<file path="config.mk">
export PLATFORM = sky130hd
export DESIGN_NAME = lspb_ctrl
export DESIGN_NICKNAME = d
export VERILOG_FILES = /design/src/lspb_pkg.sv /design/src/lspb_ctrl.sv
export SDC_FILE = /design/constraint.sdc
export NUM_CORES = 1
export LEC_CHECK = 0
export ABC_AREA = 1
export BUFFER_PORTS_ARGS = -buffer_cell sky130_fd_sc_hd__buf_2
export CAP_MARGIN = 15
export CORE_AREA = 2 2 39 41
export DETAILED_ROUTE_END_ITERATION = 10
export DIE_AREA = 0 0 41 43
export GPL_TIMING_DRIVEN = 0
export PLACE_DENSITY = 0.61
export SLEW_MARGIN = 20
export SYNTH_ARGS = -nofsm -noshare
export SYNTH_HDL_FRONTEND = slang
export SYNTH_SLANG_ARGS = --single-unit
</file>
<file path="constraint.sdc">
create_clock -name clk -period 1.3 [get_ports clk]
set_input_delay 0 -clock clk [delete_from_list [all_inputs] [get_ports clk]]
set_output_delay 0 -clock clk [all_outputs]
set_load 0.02 [all_outputs]
</file>
<file path="src/lspb_pkg.sv">
// Shared types, register codes and the log edge table generator for the spectrum bar block.
// No dependencies.
package lspb_pkg;

	localparam int BAR_COUNT_DEF = 32;
	localparam int MAX_BINS_DEF  = 1024;
	localparam int MAG_WIDTH_DEF = 16;

	// edge ratio width: 2^10 in Q.16 needs 27 bits
	localparam int RW = 27;

	localparam logic [1:0] REG_BINS   = 2'd0;
	localparam logic [1:0] REG_GAIN   = 2'd1;
	localparam logic [1:0] REG_HDECAY = 2'd2;
	localparam logic [1:0] REG_PDECAY = 2'd3;

	localparam logic [10:0] BINS_RST   = 11'd1024;
	localparam logic [15:0] GAIN_RST   = 16'd19661;
	localparam logic [15:0] HDECAY_RST = 16'd62259;
	localparam logic [15:0] PDECAY_RST = 16'd64881;

	typedef struct packed {
		logic wr_bin;
		logic clr_wp;
		logic start_pass;
		logic edge_s;
		logic edge_e;
		logic edge_fix;
		logic sum_run;
		logic div_start;
		logic div_run;
		logic m1;
		logic m2;
		logic m3;
		logic m4;
		logic m5;
		logic next_bar;
	} cmd_t;

	typedef struct packed {
		logic sum_done;
		logic div_done;
		logic last_k;
	} stat_t;

	function automatic logic [63:0] isqrt64(input logic [63:0] xin);
		logic [63:0] x;
		logic [63:0] r;
		logic [63:0] b;
		x = xin;
		r = 64'd0;
		b = 64'd1 << 62;
		for (int t = 0; t < 32; t++) begin
			if (b > x) b = b >> 2;
		end
		for (int t = 0; t < 32; t++) begin
			if (b != 64'd0) begin
				if (x >= r + b) begin
					x = x - (r + b);
					r = (r >> 1) + b;
				end else begin
					r = r >> 1;
				end
				b = b >> 2;
			end
		end
		return r;
	endfunction

	// 2^(10j/nbars) in Q.16
	function automatic logic [RW-1:0] edge_rom(input int j, input int nbars);
		logic [63:0] p;
		logic [63:0] ip;
		logic [63:0] fr;
		logic [63:0] m;
		logic [63:0] r;
		logic [63:0] res;
		p  = 64'(10 * j);
		ip = p / 64'(nbars);
		fr = ((p % 64'(nbars)) << 16) / 64'(nbars);
		m  = 64'd1 << 30;
		r  = 64'd2 << 30;
		for (int b = 1; b <= 16; b++) begin
			r = isqrt64(r << 30);
			if (fr[16-b]) m = (m * r) >> 30;
		end
		res = (m << ip) >> 14;
		return res[RW-1:0];
	endfunction

endpackage

</file>
<file path="src/lspb_ctrl.sv">
// Sequencer for bin loading and the per-bar pass.
// Depends on lspb_pkg.
module lspb_ctrl (
	input  logic              clk,
	input  logic              arst_n,
	input  logic              in_valid,
	input  logic              last_bin,
	input  logic              out_stall,
	input  lspb_pkg::stat_t   st,
	output lspb_pkg::cmd_t    cmd,
	output logic              in_stall,
	output logic              out_valid
);

	localparam logic [3:0] S_IDLE = 4'd0;
	localparam logic [3:0] S_ES   = 4'd1;
	localparam logic [3:0] S_EE   = 4'd2;
	localparam logic [3:0] S_EF   = 4'd3;
	localparam logic [3:0] S_SUM  = 4'd4;
	localparam logic [3:0] S_DVS  = 4'd5;
	localparam logic [3:0] S_DIV  = 4'd6;
	localparam logic [3:0] S_M1   = 4'd7;
	localparam logic [3:0] S_M2   = 4'd8;
	localparam logic [3:0] S_M3   = 4'd9;
	localparam logic [3:0] S_M4   = 4'd10;
	localparam logic [3:0] S_M5   = 4'd11;
	localparam logic [3:0] S_OUT  = 4'd12;

	logic [3:0] state_q;
	logic [3:0] state_n;

	assign in_stall  = (state_q != S_IDLE);
	assign out_valid = (state_q == S_OUT);

	always_comb begin
		cmd     = '0;
		state_n = state_q;
		case (state_q)
			S_IDLE: begin
				if (in_valid) begin
					cmd.wr_bin = 1'b1;
					if (last_bin) begin
						cmd.clr_wp     = 1'b1;
						cmd.start_pass = 1'b1;
						state_n        = S_ES;
					end
				end
			end
			S_ES: begin
				cmd.edge_s = 1'b1;
				state_n    = S_EE;
			end
			S_EE: begin
				cmd.edge_e = 1'b1;
				state_n    = S_EF;
			end
			S_EF: begin
				cmd.edge_fix = 1'b1;
				state_n      = S_SUM;
			end
			S_SUM: begin
				if (st.sum_done) state_n = S_DVS;
				else cmd.sum_run = 1'b1;
			end
			S_DVS: begin
				cmd.div_start = 1'b1;
				state_n       = S_DIV;
			end
			S_DIV: begin
				if (st.div_done) state_n = S_M1;
				else cmd.div_run = 1'b1;
			end
			S_M1: begin
				cmd.m1  = 1'b1;
				state_n = S_M2;
			end
			S_M2: begin
				cmd.m2  = 1'b1;
				state_n = S_M3;
			end
			S_M3: begin
				cmd.m3  = 1'b1;
				state_n = S_M4;
			end
			S_M4: begin
				cmd.m4  = 1'b1;
				state_n = S_M5;
			end
			S_M5: begin
				cmd.m5  = 1'b1;
				state_n = S_OUT;
			end
			S_OUT: begin
				if (!out_stall) begin
					if (st.last_k) begin
						state_n = S_IDLE;
					end else begin
						cmd.next_bar = 1'b1;
						state_n      = S_ES;
					end
				end
			end
			default: state_n = S_IDLE;
		endcase
	end

	always_ff @(posedge clk or negedge arst_n) begin
		if (!arst_n) state_q <= S_IDLE;
		else state_q <= state_n;
	end

endmodule

</file>
Yosys cells after proc, flatten, opt, wreduce, memory -nomap -nowiden
Cells that the tools add are included.

storage, ports and cells
  logic and storage cells = 47
  flip-flop bits (word level) = 4
  input port bits = 8
  output and inout bits = 17

operators by class
  reduce and logical (&&, ||, !) cells = 3
  mux-type cells = 26
  equal/unequal tests = 17

operators by type and width
  operator                                        count
  case mux 4 bit (13 select lines)                1
  == test 4 bit (second input constant)           5
  2-to-1 mux 4 bit                                5
  2-to-1 mux 1 bit                                17
  == test 4 x 3 -> 1 bit (second input constant)  4
  != test 2 bit (second input constant)           5
  == test 4 x 2 -> 1 bit (second input constant)  2
  2-to-1 mux 3 bit                                2
  AND reduction 5 bit                             1
  == test 4 x 1 -> 1 bit (second input constant)  1
  zero test 4 bit                                 1
  nonzero test 4 bit                              1
  2-to-1 mux 2 bit                                1

Depth between registers and ports, before layout
Gate-level depths: netlist (run 1).

  depth in word-level cells = 3
  gate-level depth with buffers = 7
  gate-level depth less buffers = 7

Worst setup path before layout (run 1)
OpenSTA, ideal clock, no wires.

  kind = register to output
  from = register state_q[3]
  to = output port cmd[13] in the netlist's numbering
  cell stages (with the launch flop) = 5
  required time = 1.300 ns
  data arrival time = 1.367 ns
  setup slack = -0.067 ns
  path buffers = 1
  cells stage by stage = dfrtp_1 nor2_1 nand2_1 nor2_1 buf_4

RTL lines
  element                 line              source
  from (decl)             lspb_ctrl.sv:29   logic [3:0] state_q;
  from (signal assigned)  lspb_ctrl.sv:109  else state_q <= state_n;
  to (decl)               lspb_ctrl.sv:10   output lspb_pkg::cmd_t cmd,

==> results by group, run 1 <==
Finish
  – Antenna cell count: 0
  – Top flop regs: state_q: 4 flops
  – Finished Cell Area: 561.8 µm²
  – Leading cell type in the layout, fill and taps excluded: buf_2
  – FILL cells: between 150 and 200
  – P&R area growth vs syn: 62.09%
  – Seq. cell area: around 100 µm²
  – Biggest register: state_q
  – Max reg flops: 4
  – Area of the multi-input gates: 211.5 µm²
  – Final Net Count: 98
  – Most frequent cells in the layout: buf_2 (22), nor2_1 (13), nand2_1 (10), inv_1 (10)
  – Final std cells w/o fill: 104
  – Layout cell share with drive strength beyond 1: 0.5000

Worst setup path
  – Most common cell type on the critical path: nor2_4
  – Crit path cell chain: nor2_4 -> inv_2 -> nor2_4 -> nand2_2 -> nor2_2 -> buf_4
  – Buf/Inv on CP: 2
  – CP Data Required Time: approximately 1300 ps
  – Delay-heaviest family, CP: flip-flops
  – CP max stage cell: dfrtp_2
  – CP endpoint kind: primary output
  – Crit path kind: reg -> out
  – Crit path DAT: approximately 1300 ps
  – Max incr delay on CP: around 430 ps
  – CP Launch Type: register
  – Crit-path max FO: 5

CTS
  – Clock Path Buffers: 2
  – Reg clk slew, reported paths: 40 ps
  – CTS buffer count: 3
  – Clock sinks: 4
  – Root buffer cell: clkbuf_4
  – H-tree Lvls: 1
  – CTS tree: done
  – Worst skew pair latency: about 230 ps

Timing
  – Max_slew headroom: 0.8513
  – Fin crit period: roughly 1300 ps
  – RSZ-0062 raised after global routing: true
  – Slew Viols, Final: 0
  – Setup TNS: 0 ps
  – Worst Skew: around 1.5 ps
  – WHS: between 100 and 150 ps
  – Final Hold Violating Endpoints: 0
  – Worst Tran Pin Value: between 200 and 250 ps
  – Max Fclk: just under 800 MHz
  – Final Cycle Share: 0.9715
  – # setup viols final: 0

Global route
  – First-pass GRT wire length: 1.359 mm
  – Global route overflow: 0
  – Initial antenna violation count: 0
  – Gr usage total: 0.1138
  – Largest net degree at the start of global routing: 8
  – Number of global-route vias before repair: about 380

Power and ir drop
  – Leak pwr: ~0.35 nW
  – Worst VDD drop: approximately 0.76 mV
  – Pwr/cell area: around 2200 mW/mm²

Synthesis
  – Yosys reg bits: 4
  – Seq/Total Area, Yosys: 0.2888
  – YS warnings: 0
  – Post-Synthesis Mean Instance Area: about 6 µm²
  – Synth Cell Area: between 300 and 400 µm²
  – Main area contributors after synthesis: dfrtp_1 (29%), nor2_1 (17%), nand2_1 (13%), inv_1 (11%), nor2_4 (6.5%)
  – Synth Net Count: 67
  – Post-Synthesis Cells: 59
  – Area leader, netlist: dfrtp_1
  – Cell variety after synth: 14
  – Synth top area share: 0.2888

Placement
  – Port bufs: 24
  – Placed cell count: a little under 100
  – Placed cell area: 489.2 µm²
  – DP Wirelength: between 700 and 800 µm
  – Placer congestion estimate: between 0.7 and 0.8

Die
  – Die width: ~41 µm
  – Top-Level Pins: 25
  – Starting Density: 0.2505
  – Core area: 0.001384 mm²
  – Site Rows: 14
  – Overall die height: roughly 43 µm
  – Die area: between 0.0015 and 0.002 mm²

Routing
  – WL/cell: roughly 8.4 µm
  – Drt initial violations: 1
  – DR top layer: met3
  – Met2 wire len: ~460 µm
  – DR vias/cell: 4.038
  – Routed met3 length: roughly 60 µm
  – Drc violations: 0
  – Met1 WL: roughly 360 µm
  – Final ANT Viol Nets: 0
  – Total number of vias: 420
  – Routed WL: about 880 µm
  – Pre-antenna DRT Iters: 2

Job
  – Max_cap viols: 0

Status
  – Status: complete, no violations

Hold path
  – Worst min path class: in -> async
==> cell type report <==
| type | instances | share of cell area |
|---|---|---|
| buffer | 1 | 0.01336 |
| multi-input combinational | 41 | 0.3764 |
| clock buffer | 3 | 0.04009 |
| inverter | 13 | 0.08909 |
| tap | 16 | 0.03563 |
| timing repair buffer | 26 | 0.2606 |
| sequential | 4 | 0.1849 |
==> cells by family (layout without fill, tap and decap cells) <==
| group | after synthesis | count (layout) | synth area share |
|---|---|---|---|
| flip-flops | 4 | 4 | 0.2888 |
| buffers and inverters | 14 | 43 | 0.1661 |
| AND/OR/NAND/NOR | 37 | 37 | 0.4802 |
| AO/OA/AOI/OAI | 4 | 4 | 0.06498 |
==> worst reg2reg max path, cell delays in order (launching register included) <==
cell and delay [ps]:
dfrtp_2 430, nor2_4 140, buf_4 130, nand3_1 90, nand2_1 90, nor2_1 60, and2_1 140
==> what timing repair did <==
item	4_1_cts	5_1_grt
endpoints found under the hold margin	4	0
pin swaps	1	2
gates resized for setup	6	6
setup buffers	1	0
endpoints found under the setup margin	3	3
hold buffers	1	0
==> through the flow <==
stage,util,power (mW),setup WS [ps]
2_1_floorplan,-,0.7802,46.19
3_3_place_gp,0.3535,0.9779,133.8
3_5_place_dp,0.3535,0.9880,115.6
4_1_cts,0.3933,1.208,9.354
5_1_grt,0.4060,1.338,-39.73
6_report,0.4060,1.211,37.09
==> metal layers <==
layer | vias to the layer above | track usage
met5 | - | 0
met1 | 174 | 0.1136
met3 | 0 | 0.03141
met2 | 13 | 0.1969
li1 | 233 | -
met4 | 0 | 0.06000
==> worst paths after layout <==
| path | startpoint | to | slack [ps] | cells past startpoint |
|---|---|---|---|---|
| worst min-delay path | arst_n | state_q[2]$_DFFE_PN0P_ | 110 | 2 |
| worst max register to register | state_q[0]$_DFFE_PN0P_ | state_q[0]$_DFFE_PN0P_ | 90 | 6 |
| worst min register to register | state_q[2]$_DFFE_PN0P_ | state_q[2]$_DFFE_PN0P_ | 620 | 2 |
| max in group asynchronous | arst_n | state_q[3]$_DFFE_PN0P_ | 1060 | 2 |
| min in group clk | out_stall | state_q[3]$_DFFE_PN0P_ | 110 | 3 |
| worst max-delay path | state_q[0]$_DFFE_PN0P_ | cmd[0] | 40 | 6 |
==> where the power goes <==
part / leakage [nW] / switching [mW] / total [mW] / internal [mW]
clock: 0.0138 / 0.0427 / 0.145 / 0.103
combinational: 0.287 / 0.502 / 0.775 / 0.273
sequential: 0.0455 / 0.0976 / 0.290 / 0.193
==> Yosys cell counts <==
| library cell | instances |
|---|---|
| and2_1 | 1 |
| buf_4 | 1 |
| clkinv_2 | 1 |
| dfrtp_1 | 4 |
| inv_1 | 10 |
| inv_2 | 2 |
| nand2_1 | 12 |
| nand2_2 | 1 |
| nand3_1 | 4 |
| nor2_1 | 16 |
| nor2_2 | 1 |
| nor2_4 | 2 |
| o211ai_1 | 1 |
| o21ai_0 | 3 |
No activity file was read; power rests on OpenSTA's default activity.
==> run 2, diff against run 1 <==
--- a/config.mk
+++ b/config.mk
@@ -11,7 +11,7 @@
 export CORE_AREA = 2 2 39 41
 export DETAILED_ROUTE_END_ITERATION = 10
 export DIE_AREA = 0 0 41 43
-export GPL_TIMING_DRIVEN = 0
+export GPL_TIMING_DRIVEN = 1
 export PLACE_DENSITY = 0.61
 export SLEW_MARGIN = 20
 export SYNTH_ARGS = -nofsm -noshare
==> run 2 against run 1 <==
Non-clock buffer count rose by 2. Largest power group unchanged. Sequential share of layout area down 0.41 points. Clock power up 3%. Highest routed layer unchanged. Clock-buffer cell count unchanged.
==> results by group, run 2 (synthesized netlist as in run 1, its figures left out) <==
Status
  – Status: complete, no violations

Routing
  – Drt initial violations: 1
  – Routed WL: about 940 µm
  – Drc violations: 0
  – Final ANT Viol Nets: 0
  – DR vias/cell: roughly 4.2
  – WL/cell: approximately 9 µm
  – Total number of vias: approximately 450
  – Pre-antenna DRT Iters: 3

Worst setup path
  – CP Launch Point: state_q[0]$_DFFE_PN0P_
  – Flop2flop setup slack: approximately 130 ps
  – R2R Path Start: state_q[0]$_DFFE_PN0P_
  – Worst R2R End: state_q[0]$_DFFE_PN0P_
  – Setup crit end: cmd[0]
  – CP Launch Type: register
  – Crit-path max FO: 5
  – CP Data Required Time: 1300 ps
  – R2R cell count: 6
  – CP endpoint kind: primary output
  – Crit path kind: reg -> out
  – Crit path DAT: 1250 ps

Hold path
  – Worst min path class: in -> async

Global route
  – Initial antenna violation count: 0
  – Largest net degree at the start of global routing: 8
  – First-pass GRT wire length: roughly 1.4 mm
  – Global route overflow: 0
  – Number of global-route vias before repair: approximately 380
  – Gr usage total: 0.1251

Placement
  – Placer congestion estimate: 0.7033
  – Port bufs: 24
  – Placed cell count: a little under 100
  – Place WS: ~120 ps
  – DP Wirelength: between 700 and 800 µm

CTS
  – CTS tree: done
  – Clock Path Buffers: 2
  – Root buffer cell: clkbuf_4
  – Reg clk slew, reported paths: roughly 40 ps
  – Worst skew pair latency: between 200 and 250 ps
  – Clock sinks: 4
  – H-tree Lvls: 1
  – CTS buffer count: 3

Finish
  – Leading cell type in the layout, fill and taps excluded: buf_2
  – Biggest register: state_q
  – Core Util, Final: 0.4051
  – Layout cell share with drive strength beyond 1: 0.4667
  – P&R area growth vs syn: 61.73%
  – Antenna cell count: 0
  – Most frequent cells in the layout: buf_2 (22), nor2_1 (14), nand2_1 (11), inv_1 (10), buf_4 (6)
  – Top flop regs: state_q: 4 flops
  – Area of the multi-input gates: 201.4 µm²
  – Final std cells w/o fill: ~110
  – Final Net Count: 100
  – FILL cells: ~170
  – Max reg flops: 4
  – Seq. cell area: 101.3 µm²

Timing
  – Final Hold Violating Endpoints: 0
  – Worst Tran Pin Value: ~230 ps
  – Final Cycle Share: 0.9645
  – Max Fclk: between 700 and 800 MHz
  – Setup TNS: 0 ps
  – Final setup margin: between 40 and 50 ps
  – # setup viols final: 0
  – Worst Skew: roughly 1.2 ps
  – RSZ-0062 raised after global routing: true
  – Max_slew headroom: 0.8467
  – Slew Viols, Final: 0
  – WHS: ~100 ps
  – Fin crit period: approximately 1300 ps

Die
  – Top-Level Pins: 25
  – Core area: around 0.0014 mm²
  – Die width: 41 µm
  – Site Rows: 14
  – Starting Density: 0.2505
  – Die area: 0.001763 mm²
  – Overall die height: around 43 µm

Power and ir drop
  – Pwr/cell area: ~2200 mW/mm²
  – Leak pwr: roughly 0.36 nW
  – Worst VDD drop: 0.7104 mV

Job
  – Max_cap viols: 0
run 2: changes by cell type in the layout (fill, tap and decap cells not counted), sizes merged:
cell / before / now
buf: 26 / 28
run 2: final cells by class:
class,count,share of cell area
multi-input cells,41,0.3594
clock buffers,3,0.04018
well taps,16,0.03571
inverters,13,0.08929
flip-flops and latches,4,0.1808
repair buffers,29,0.2946
run 2: critical path, cell delays in order (launching register included):
cell and delay [ps]:
dfrtp_2 430, nor2_4 130, inv_2 70, nor2_4 100, nand2_2 60, nor2_2 90, buf_4 140
run 2: report_power, final:
part | switching [mW] | internal [mW]
registers | 0.0801 | 0.188
logic | 0.514 | 0.312
clock network | 0.0457 | 0.103
run 2: stage by stage:
| stage | power, mW | area, µm² |
|---|---|---|
| after global placement | 0.9751 | 481.7 |
| final | 1.243 | 560.5 |
| after detailed placement | 0.9771 | 481.7 |
| after floorplan | 0.7802 | 349.1 |
| after CTS | 1.204 | 535.5 |
| after global routing | 1.375 | 560.5 |
run 2: worst min path at each step:
stage / slack, ps / from / depth (start not counted) / endpoint
finish: 100 / arst_n / 2 / state_q[1]$_DFFE_PN0P_
global route: 110 / arst_n / 2 / state_q[1]$_DFFE_PN0P_
CTS: 100 / arst_n / 2 / state_q[1]$_DFFE_PN0P_
detailed placement: -190 / arst_n / 1 / state_q[3]$_DFFE_PN0P_
global placement: -190 / arst_n / 1 / state_q[3]$_DFFE_PN0P_
floorplan: -300 / arst_n / 0 / state_q[0]$_DFFE_PN0P_
run 2: repair_timing:
action	in CTS	in global routing
cloned	0	0
pin swaps	1	2
hold buffers	1	0
resized for setup	2	4
setup buffers	2	2
hold endpoints to repair	4	0
endpoints found under the setup margin	1	9
run 2: metal layers:
metal	vias up	share of wire	track usage
li1	240	-	-
met1	194	0.42	0.1405
met2	13	0.52	0.1969
met3	0	0.058	0.01571
met4	0	0	0.1000
met5	-	0	0
